--- src/rtl/art_pkg.sv ---
`timescale 1ns / 1ps
// art_pkg: shared types, opcodes and helpers for the aging request table.
// Used by art_cell, aging_request_table and art_checker; no dependencies.
package art_pkg;

  localparam int CAPACITY = 16;
  localparam int IDX_W    = (CAPACITY > 1) ? $clog2(CAPACITY) : 1;
  localparam int CNT_W    = $clog2(CAPACITY + 1);

  localparam logic [31:0] TIMEOUT_RESET = 32'd600000;

  // Operation codes
  localparam logic [2:0] OP_CLEAR  = 3'd0;
  localparam logic [2:0] OP_ADD    = 3'd1;
  localparam logic [2:0] OP_RM_KEY = 3'd2;
  localparam logic [2:0] OP_RM_IDX = 3'd3;
  localparam logic [2:0] OP_EXPIRE = 3'd4;
  localparam logic [2:0] OP_LOOKUP = 3'd5;

  localparam logic [7:0] CHAR_UPPER_A = 8'h41;
  localparam logic [7:0] CHAR_UPPER_Z = 8'h5A;
  localparam logic [7:0] CASE_OFFSET  = 8'h20;

  typedef struct packed {
    logic [2:0]  op;
    logic [63:0] name_key;
    logic [15:0] job;
    logic [15:0] level;
    logic [3:0]  entry_index;
    logic [31:0] now_ms;
  } art_cmd_t;

  typedef struct packed {
    logic        ok;
    logic [3:0]  found_index;
    logic [15:0] found_job;
    logic [15:0] found_level;
    logic [31:0] found_time;
    logic [4:0]  entry_count;
    logic [4:0]  removed_count;
  } art_result_t;

  typedef struct packed {
    logic [63:0] key;
    logic [15:0] job;
    logic [15:0] level;
    logic [31:0] time_ms;
  } art_entry_t;

  // Row-wide control from the sequencer to every cell
  typedef struct packed {
    logic clear;
    logic load_mark;
    logic shift_en;
  } art_cell_ctrl_t;

  // Fold letters to lower case and zero every byte after the terminator,
  // so two names compare equal exactly when their normal forms match.
  function automatic logic [63:0] norm_key(input logic [63:0] k);
    logic [63:0] r;
    logic        ended;
    logic [7:0]  c;
    r     = '0;
    ended = 1'b0;
    for (int i = 0; i < 8; i++) begin
      c = k[8*i +: 8];
      if (c >= CHAR_UPPER_A && c <= CHAR_UPPER_Z) begin
        c = c + CASE_OFFSET;
      end
      if (!ended) begin
        r[8*i +: 8] = c;
      end
      if (c == 8'd0) begin
        ended = 1'b1;
      end
    end
    return r;
  endfunction

endpackage

--- src/rtl/art_cell.sv ---
`timescale 1ns / 1ps
// art_cell: one slot of the table row; holds an entry, its valid and mark bits.
// Depends on art_pkg. Shifts in its upper neighbor's content while compacting.
module art_cell (
  input  logic                    clk,
  input  logic                    rst,
  input  art_pkg::art_cell_ctrl_t ctrl,
  input  logic                    mark_load,
  input  logic                    wr,
  input  art_pkg::art_entry_t     new_entry,
  input  logic [63:0]             cmp_key,
  input  logic [31:0]             now_ms,
  input  logic [31:0]             timeout_ms,
  input  logic                    carry_in,
  output logic                    carry_out,
  input  art_pkg::art_entry_t     up_entry,
  input  logic                    up_valid,
  input  logic                    up_mark,
  output art_pkg::art_entry_t     entry,
  output logic                    valid,
  output logic                    mark,
  output logic                    match,
  output logic                    expired
);
  import art_pkg::*;

  logic [31:0] expiry;
  logic        shift_here;

  // Shift when this cell or any cell below it is marked
  assign shift_here = carry_in | mark;
  assign carry_out  = shift_here;

  assign expiry  = entry.time_ms + timeout_ms;
  assign match   = valid & (entry.key == cmp_key);
  assign expired = valid & (expiry <= now_ms);

  // Control bits
  always_ff @(posedge clk) begin
    if (rst) begin
      valid <= 1'b0;
      mark  <= 1'b0;
    end else if (ctrl.clear) begin
      valid <= 1'b0;
      mark  <= 1'b0;
    end else if (ctrl.load_mark) begin
      mark <= mark_load;
    end else if (ctrl.shift_en && shift_here) begin
      valid <= up_valid;
      mark  <= up_mark;
    end else if (wr) begin
      valid <= 1'b1;
    end
  end

  // Entry payload
  always_ff @(posedge clk) begin
    if (ctrl.clear) begin
      entry <= '0;
    end else if (ctrl.load_mark) begin
      entry <= entry;
    end else if (ctrl.shift_en && shift_here) begin
      entry <= up_entry;
    end else if (wr) begin
      entry <= new_entry;
    end
  end

endmodule

--- config.mk ---
export PLATFORM = sky130hd
export DESIGN_NAME = art_cell
export DESIGN_NICKNAME = d
export VERILOG_FILES = /design/src/rtl/art_pkg.sv /design/src/rtl/art_cell.sv
export SDC_FILE = /design/constraint.sdc
export NUM_CORES = 1
export LEC_CHECK = 0
export BUFFER_PORTS_ARGS = -buffer_cell sky130_fd_sc_hd__buf_2
export CAP_MARGIN = 20
export CORE_AREA = 3 3 206 208
export DETAILED_ROUTE_END_ITERATION = 8
export DIE_AREA = 0 0 209 211
export PLACE_DENSITY = 0.52
export SETUP_SLACK_MARGIN = 0.3
export SLEW_MARGIN = 20
export SYNTH_ARGS = -nofsm -noshare
export SYNTH_HDL_FRONTEND = slang
export SYNTH_SLANG_ARGS = --single-unit
--- constraint.sdc ---
create_clock -name clk -period 5.9 [get_ports clk]
set_clock_uncertainty 0.2 [all_clocks]
set_input_delay 0.59 -clock clk [delete_from_list [all_inputs] [get_ports clk]]
set_output_delay 0.59 -clock clk [all_outputs]
set_load 0.1 [all_outputs]
==> impl_metrics.xml, run 1 <==
<?xml version="1.0" encoding="UTF-8"?>
<metrics>
  <group name="setup_path">
    <metric name="crit_path_cells" unit="">ha_1 -&gt; a211o_1 -&gt; a21oi_2 -&gt; o211ai_2 -&gt; o2111a_1 -&gt; o31ai_4 -&gt; nor2_1 -&gt; o311a_1 -&gt; ha_1 -&gt; a21o_1 -&gt; a21o_1 -&gt; a21oi_1 -&gt; o2111ai_1 -&gt; or3_1 -&gt; a211oi_1 -&gt; or3_1 -&gt; buf_12</metric>
    <metric name="setup.worst_path.end" unit="">expired</metric>
    <metric name="worstSetupStartpointType" unit="">flip-flop</metric>
    <metric name="worstSetupPathType" unit="">reg -&gt; out</metric>
    <metric name="critical_path.endpoint_type" unit="">primary output</metric>
    <metric name="crit_path_start" unit="">entry[1]</metric>
    <metric name="path_max_fanout" unit="">4</metric>
    <metric name="worst_path_largest_cell_delay" unit="ns">0.36</metric>
    <metric name="reg2regPathDepth" unit="">6</metric>
    <metric name="worst_ep_required_time" unit="ns">5.11</metric>
    <metric name="crit_slowest_cell" unit="">or3_1</metric>
    <metric name="reg2reg_setup_slack" unit="ns">2.82</metric>
    <metric name="rr_endpoint" unit="">entry[10]</metric>
    <metric name="worstReg2RegStart" unit="">mark</metric>
    <metric name="critPathArrivalTime" unit="ns">4.55</metric>
  </group>
  <group name="global_routing">
    <metric name="largest_net_degree_at_the_start_of_global_routing" unit="">120</metric>
    <metric name="grt_util_all_layers" unit="%">16.9</metric>
    <metric name="vias_in_the_first_global_route" unit="">9661</metric>
    <metric name="antenna_violations_before_repair" unit="">14</metric>
    <metric name="global_route.overflow_total" unit="">0</metric>
    <metric name="grt_pass1_wl" unit="mm">56.6</metric>
  </group>
  <group name="placed_design">
    <metric name="dp.final_hpwl" unit="mm">32.1</metric>
    <metric name="dp_cells" unit="">2057</metric>
    <metric name="number_of_buffers_added_on_ports" unit="">526</metric>
    <metric name="post-place-ws" unit="ns">0.421</metric>
    <metric name="place_area" unit="um2">12200</metric>
    <metric name="finalWeightedCongestion" unit="">0.912</metric>
  </group>
  <group name="clock_network">
    <metric name="cts_tree" unit="">built</metric>
    <metric name="max_clock_buf_depth" unit="">2</metric>
    <metric name="clock-sinks" unit="">130</metric>
    <metric name="clock_pin_slew_on_the_worst_setup_and_hold_paths" unit="ns">0.06</metric>
    <metric name="post_cts_hold_buffer_count" unit="">0</metric>
    <metric name="insertion_delay" unit="ns">0.45</metric>
    <metric name="ctsHtreeMaxLevel" unit="">4</metric>
    <metric name="tritoncts.num_buffers" unit="">17</metric>
    <metric name="clock-root-buffer" unit="">clkbuf_16</metric>
  </group>
  <group name="cells_and_area">
    <metric name="instances_no_fill" unit="">2095</metric>
    <metric name="mostFrequentLayoutCell" unit="">buf_2</metric>
    <metric name="drive_gt1_share" unit="%">37.7</metric>
    <metric name="nets" unit="">2003</metric>
    <metric name="final_cell_mix" unit="">buf_2 (524), nor2_1 (147), a211oi_1 (131), mux2i_1 (129), dfxtp_1 (128)</metric>
    <metric name="finalCoreUtilization" unit="%">31.5</metric>
    <metric name="cell_area_after_layout" unit="um2">12800</metric>
    <metric name="layout-area-overhead-vs-synth" unit="%">42.5</metric>
  </group>
  <group name="yosys">
    <metric name="ys_seq_elements" unit="">130</metric>
    <metric name="synthesis.instances" unit="">1054</metric>
    <metric name="synth_top_flop_cell" unit="">dfxtp_1</metric>
    <metric name="synthesis.area" unit="um2">9000</metric>
    <metric name="synth_edf_count" unit="">0</metric>
    <metric name="async_flop_share" unit="%">0</metric>
    <metric name="yosys_warnings" unit="">0</metric>
    <metric name="postSynthAreaPerCell" unit="um2">8.54</metric>
    <metric name="synth_sequential_area_ratio" unit="%">28.9</metric>
    <metric name="synth_cell_types" unit="">60</metric>
    <metric name="synth.net_count" unit="">1512</metric>
  </group>
  <group name="timing">
    <metric name="post-route-min-period" unit="ns">5.34</metric>
    <metric name="finalSetupViolations" unit="">0</metric>
    <metric name="period_share" unit="%">90.5</metric>
    <metric name="max_freq" unit="GHz">0.187</metric>
    <metric name="finalHoldViolations" unit="">0</metric>
    <metric name="timing.setup.tns" unit="ns">0</metric>
    <metric name="grt_setup_unrepaired" unit="">no</metric>
    <metric name="layout_setup_ws" unit="ns">0.560</metric>
    <metric name="final_max_slew_viol_count" unit="">0</metric>
    <metric name="worst-slew-pin-transition" unit="ns">0.957</metric>
    <metric name="slew_headroom" unit="%">36.2</metric>
  </group>
  <group name="drt">
    <metric name="1st_iter_drt_viols" unit="">403</metric>
    <metric name="wl_per_cell" unit="um">18.5</metric>
    <metric name="viasPerCell" unit="">4.61</metric>
    <metric name="route.final.wire_length" unit="mm">38.7</metric>
    <metric name="antenna_violating_nets_post_route" unit="">0</metric>
    <metric name="dr.pass1.iters" unit="">5</metric>
    <metric name="via_total_after_detailed_routing" unit="">9660</metric>
    <metric name="drcViolationCount" unit="">0</metric>
  </group>
  <group name="die">
    <metric name="design.portCount" unit="">527</metric>
    <metric name="die_y" unit="um">211</metric>
    <metric name="fp-row-count" unit="">74</metric>
    <metric name="die_w" unit="um">209</metric>
    <metric name="core_area" unit="um2">40700</metric>
    <metric name="initial_cell_density_of_the_core" unit="%">22.1</metric>
    <metric name="design.die.area" unit="um2">44100</metric>
  </group>
  <group name="min_path">
    <metric name="holdCritPathClass" unit="">in -&gt; reg</metric>
  </group>
  <group name="pwr">
    <metric name="vdd_ir_drop_max" unit="uV">200</metric>
    <metric name="power.density_cell_area" unit="nW/um2">274</metric>
    <metric name="total_leakage_power" unit="nW">6.75</metric>
  </group>
  <group name="job">
    <metric name="drv_cap" unit="">0</metric>
  </group>
  <group name="status">
    <metric name="outcome" unit="">completed</metric>
  </group>
</metrics>
==> where the power goes <==
part	internal, mW	switching (mW)
sequential	0.950	0.0647
combinational	0.427	0.989
clock	0.624	0.457
total	2.00	1.51
==> per-layer routing <==
layer	track usage, %	routed length (um)
met1	20.2	16100
met2	29.7	19600
met3	4.26	2220
met4	5.40	687
met5	0	25
==> critical path: cells and delay by family (launching register included) <==
kind	cells	cell delay, ns
flip-flops	1	0.34
AND/OR/NAND/NOR	3	0.65
buffers and inverters	1	0.20
adder cells (fa/ha/maj)	2	0.59
AO/OA/AOI/OAI	11	2.32
==> area by class of cell <==
type / count / area [um2]
Clock inverter: 15 / 158
Sequential cell: 130 / 2610
Multi-Input combinational cell: 806 / 6010
Fill cell: 4419 / 27900
Inverter: 57 / 214
Clock buffer: 17 / 425
Timing Repair Buffer: 533 / 2740
Antenna cell: 5 / 12.5
Tap cell: 532 / 666
==> cells in the mapped netlist, types with 2 or more instances <==
master	n	share of area (%)
a31oi_1	7	0.49
nand2b_1	6	0.42
o22ai_1	3	0.21
a211o_1	2	0.19
nor3_1	9	0.50
nor4_1	13	0.90
mux2i_1	129	14
a211oi_1	131	11
a221oi_1	3	0.29
nor2_1	147	6.1
o31ai_1	3	0.25
o21bai_1	6	0.50
dfxtp_1	130	29
ha_1	63	8.8
o31ai_4	2	0.47
a21boi_0	2	0.17
o311ai_0	2	0.19
buf_1	3	0.13
nand3_1	12	0.67
o211ai_1	4	0.33
a21oi_1	47	2.6
and4_1	2	0.19
nand2_1	27	1.1
nor3b_1	2	0.17
nand4_1	17	1.2
a21o_1	22	1.8
xor2_1	43	4.2
buf_2	13	0.72
or2_2	3	0.21
clkbuf_1	44	1.8
o21ai_0	18	1.0
inv_1	57	2.4
o21a_1	6	0.50
o2bb2ai_1	2	0.19
nor2b_1	8	0.56
xnor2_1	34	3.3
and3_1	5	0.35
o2111ai_1	2	0.19
or3_1	3	0.21
a2111oi_0	2	0.19
==> cells by family after synthesis <==
group	count (synthesis)	synth area share [%]
adder cells (fa/ha/maj)	64	8.98
XOR/XNOR	77	7.49
multiplexers	129	14.3
buffers and inverters	118	5.12
AND/OR/NAND/NOR	260	13.1
AO/OA/AOI/OAI	276	22.0
flip-flops	130	28.9
==> state kept, by name, indices dropped and copies added, names as in the netlist <==
register  flops
entry       128
mark          1
valid         1
==> metrics by stage <==
stage | power, mW | hold slack, ns
floorplan | 2.06 | 0.467
CTS | 3.55 | 0.0844
global placement | 2.44 | 0.285
detailed placement | 2.45 | 0.291
finish | 3.51 | 0.123
global route | 3.70 | 0.103
==> repair_timing <==
item / 4_1_cts / 5_1_grt
pin swaps: 0 / 4
gates resized for setup: 1 / 10
endpoints found under the setup margin: 1 / 1
setup buffers: 0 / 1
==> worst min-delay path by stage <==
stage                     slack (ns)  depth (start not counted)       from        end
final                           0.12                          2        rst       mark
after floorplan                 0.47                          1        rst       mark
after CTS                       0.08                          2        rst       mark
after detailed placement        0.29                          2  entry[53]  entry[53]
after global placement          0.28                          2  entry[53]  entry[53]
after global routing            0.10                          2        rst       mark
Power figures use the tool's default switching activity.
==> run 2, diff against run 1 <==
MAX_ROUTING_LAYER = met4   (was unset)
==> run 2 against run 1 <==
Net effect:
- global-route usage increased by 0.55 points
- sequential share of layout area about the same
- final area increased by 0.22%
- critical path depth unchanged
- critical path type unchanged
- largest power group unchanged
==> impl_metrics.xml, run 2 (synthesized netlist as in run 1, its figures left out) <==
<?xml version="1.0" encoding="UTF-8"?>
<metrics>
  <group name="status">
    <metric name="outcome" unit="">completed</metric>
  </group>
  <group name="timing">
    <metric name="finalHoldWorstSlack" unit="ns">0.142</metric>
    <metric name="period_share" unit="%">90.9</metric>
    <metric name="slew_headroom" unit="%">39.9</metric>
    <metric name="post-route-min-period" unit="ns">5.36</metric>
    <metric name="finalSetupViolations" unit="">0</metric>
    <metric name="worst-slew-pin-transition" unit="ns">0.901</metric>
    <metric name="finalHoldViolations" unit="">0</metric>
    <metric name="grt_setup_unrepaired" unit="">no</metric>
    <metric name="final_max_slew_viol_count" unit="">0</metric>
    <metric name="layout_setup_ws" unit="ns">0.539</metric>
    <metric name="max_freq" unit="GHz">0.187</metric>
    <metric name="timing.setup.tns" unit="ns">0</metric>
  </group>
  <group name="min_path">
    <metric name="holdCritPathClass" unit="">in -&gt; reg</metric>
    <metric name="timing.hold.worst_endpoint" unit="">valid</metric>
    <metric name="min_from" unit="">rst</metric>
    <metric name="worst_hold_path.num_cells" unit="">2</metric>
  </group>
  <group name="die">
    <metric name="fp-row-count" unit="">74</metric>
    <metric name="core_area" unit="um2">40700</metric>
    <metric name="design.die.area" unit="um2">44100</metric>
    <metric name="die_y" unit="um">211</metric>
    <metric name="design.portCount" unit="">527</metric>
    <metric name="die_w" unit="um">209</metric>
    <metric name="initial_cell_density_of_the_core" unit="%">22.1</metric>
  </group>
  <group name="cells_and_area">
    <metric name="sequential_cell_area" unit="um2">2610</metric>
    <metric name="nets" unit="">2007</metric>
    <metric name="final_cell_mix" unit="">buf_2 (524), nor2_1 (147), a211oi_1 (131), mux2i_1 (129), dfxtp_1 (128)</metric>
    <metric name="largest_reg_flops" unit="">128</metric>
    <metric name="filler_cell_count" unit="">4486</metric>
    <metric name="mostFrequentLayoutCell" unit="">buf_2</metric>
    <metric name="finalCoreUtilization" unit="%">31.6</metric>
    <metric name="layout-area-overhead-vs-synth" unit="%">42.9</metric>
    <metric name="drive_gt1_share" unit="%">37.8</metric>
    <metric name="multi_input_area" unit="um2">6000</metric>
    <metric name="largestRegisters" unit="">entry (128), mark (1), valid (1)</metric>
    <metric name="registers.top_by_ff_count" unit="">entry</metric>
  </group>
  <group name="clock_network">
    <metric name="clock-root-buffer" unit="">clkbuf_16</metric>
    <metric name="clock-sinks" unit="">130</metric>
    <metric name="insertion_delay" unit="ns">0.42</metric>
    <metric name="ctsHtreeMaxLevel" unit="">4</metric>
    <metric name="clock_pin_slew_on_the_worst_setup_and_hold_paths" unit="ns">0.06</metric>
    <metric name="max_clock_buf_depth" unit="">2</metric>
    <metric name="post_cts_hold_buffer_count" unit="">0</metric>
    <metric name="cts_tree" unit="">built</metric>
    <metric name="tritoncts.num_buffers" unit="">17</metric>
  </group>
  <group name="setup_path">
    <metric name="path_max_fanout" unit="">5</metric>
    <metric name="reg2reg_setup_slack" unit="ns">3.60</metric>
    <metric name="worstSetupStartpointType" unit="">flip-flop</metric>
    <metric name="critPathArrivalTime" unit="ns">4.57</metric>
    <metric name="worst_ep_required_time" unit="ns">5.11</metric>
    <metric name="worstReg2RegStart" unit="">mark</metric>
    <metric name="rr_endpoint" unit="">entry[1]</metric>
    <metric name="critical_path.endpoint_type" unit="">primary output</metric>
    <metric name="reg2regPathDepth" unit="">5</metric>
    <metric name="worstSetupPathType" unit="">reg -&gt; out</metric>
  </group>
  <group name="global_routing">
    <metric name="vias_in_the_first_global_route" unit="">9678</metric>
    <metric name="antenna_violations_before_repair" unit="">17</metric>
    <metric name="grt_pass1_wl" unit="mm">57.1</metric>
    <metric name="global_route.overflow_total" unit="">0</metric>
    <metric name="largest_net_degree_at_the_start_of_global_routing" unit="">137</metric>
    <metric name="grt_util_all_layers" unit="%">17.4</metric>
  </group>
  <group name="pwr">
    <metric name="netSwitchingFraction" unit="%">43.0</metric>
    <metric name="p_clk_share" unit="%">30.6</metric>
    <metric name="total_leakage_power" unit="nW">6.75</metric>
    <metric name="pwr-share-comb" unit="%">40.6</metric>
    <metric name="pnr_total_power" unit="mW">3.51</metric>
    <metric name="netSwitchingPower" unit="mW">1.51</metric>
    <metric name="power.density_cell_area" unit="nW/um2">273</metric>
    <metric name="intPower" unit="mW">2.00</metric>
    <metric name="vdd_ir_drop_max" unit="uV">175</metric>
    <metric name="pwr-share-seq" unit="%">28.9</metric>
  </group>
  <group name="drt">
    <metric name="drcViolationCount" unit="">0</metric>
    <metric name="route.final.wire_length" unit="mm">39.1</metric>
    <metric name="antenna_violating_nets_post_route" unit="">0</metric>
    <metric name="viasPerCell" unit="">4.64</metric>
    <metric name="dr.pass1.iters" unit="">5</metric>
    <metric name="1st_iter_drt_viols" unit="">413</metric>
    <metric name="via_total_after_detailed_routing" unit="">9759</metric>
    <metric name="wl_per_cell" unit="um">18.6</metric>
  </group>
  <group name="job">
    <metric name="drv_cap" unit="">0</metric>
  </group>
  <group name="placed_design">
    <metric name="number_of_buffers_added_on_ports" unit="">526</metric>
    <metric name="dp.final_hpwl" unit="mm">32.4</metric>
    <metric name="post-place-ws" unit="ns">0.430</metric>
    <metric name="finalWeightedCongestion" unit="">0.921</metric>
  </group>
</metrics>
-- run 2: cell types whose count changed in the layout (fill, tap and decap cells not counted), sizes merged --
cell	before	now
clkinv	9	6
inv	60	59
diode	5	12
clkbuf	17	19
buf	533	537
clkinvlp	1	2
-- run 2: worst max path at each step --
stage,start,to,depth (start not counted)
floorplan,entry[2],expired,16
global placement,timeout_ms[0],expired,19
detailed placement,timeout_ms[0],expired,19
CTS,entry[0],expired,18
global route,entry[0],expired,18
finish,entry[2],expired,17
-- run 2: what timing repair did --
action	4_1_cts	5_1_grt
gates resized for setup	0	11
endpoints found under the hold margin	0	0
setup endpoints to repair	0	1
buffers inserted	0	5
-- run 2: final cells by class --
class / count / share of cell area, %
Clock buffer: 19 / 3.37
Multi-Input combinational cell: 806 / 46.7
Antenna cell: 12 / 0.234
Timing Repair Buffer: 537 / 21.5
Inverter: 57 / 1.66
Tap cell: 532 / 5.18
Clock inverter: 12 / 1.04
Sequential cell: 130 / 20.3
-- run 2: metal layers --
metal  up-vias  wire length [um]  global-route usage (%)
li1       4885                 -                       -
met1      4497             16600                    20.7
met2       335             19300                    29.3
met3        42              2210                    4.29
met4         0               952                    5.06
met5         -                 0                       -
-- run 2: worst max-delay path, cell delays in order (launching register included) --
cell	delay, ns
dfxtp_1	0.34
ha_1	0.25
a211o_1	0.32
a21oi_2	0.21
o211ai_2	0.16
o2111a_2	0.33
o31ai_4	0.32
nor2_1	0.07
o311a_1	0.33
ha_1	0.30
a21o_1	0.16
a21o_1	0.17
a21oi_1	0.16
o2111ai_1	0.11
or3_1	0.36
a211oi_1	0.19
or3_4	0.18
buf_12	0.17
-- run 2: metrics by stage --
step | cell area (um2) | instances
after CTS | 12700 | 2088
after global placement | 12200 | 2057
after global routing | 12800 | 2103
after detailed placement | 12200 | 2057
after floorplan | 9010 | 1054
final | 12900 | 2105
-- run 2: power groups by stage --
stage	logic (mW)	clock network (mW)	registers (mW)
6_report	1.42	1.07	1.01
5_1_grt	1.53	1.15	1.02
4_1_cts	1.42	1.11	1.02
3_5_place_dp	1.42	0	1.03
3_3_place_gp	1.40	0	1.03
2_1_floorplan	0.537	0	1.52
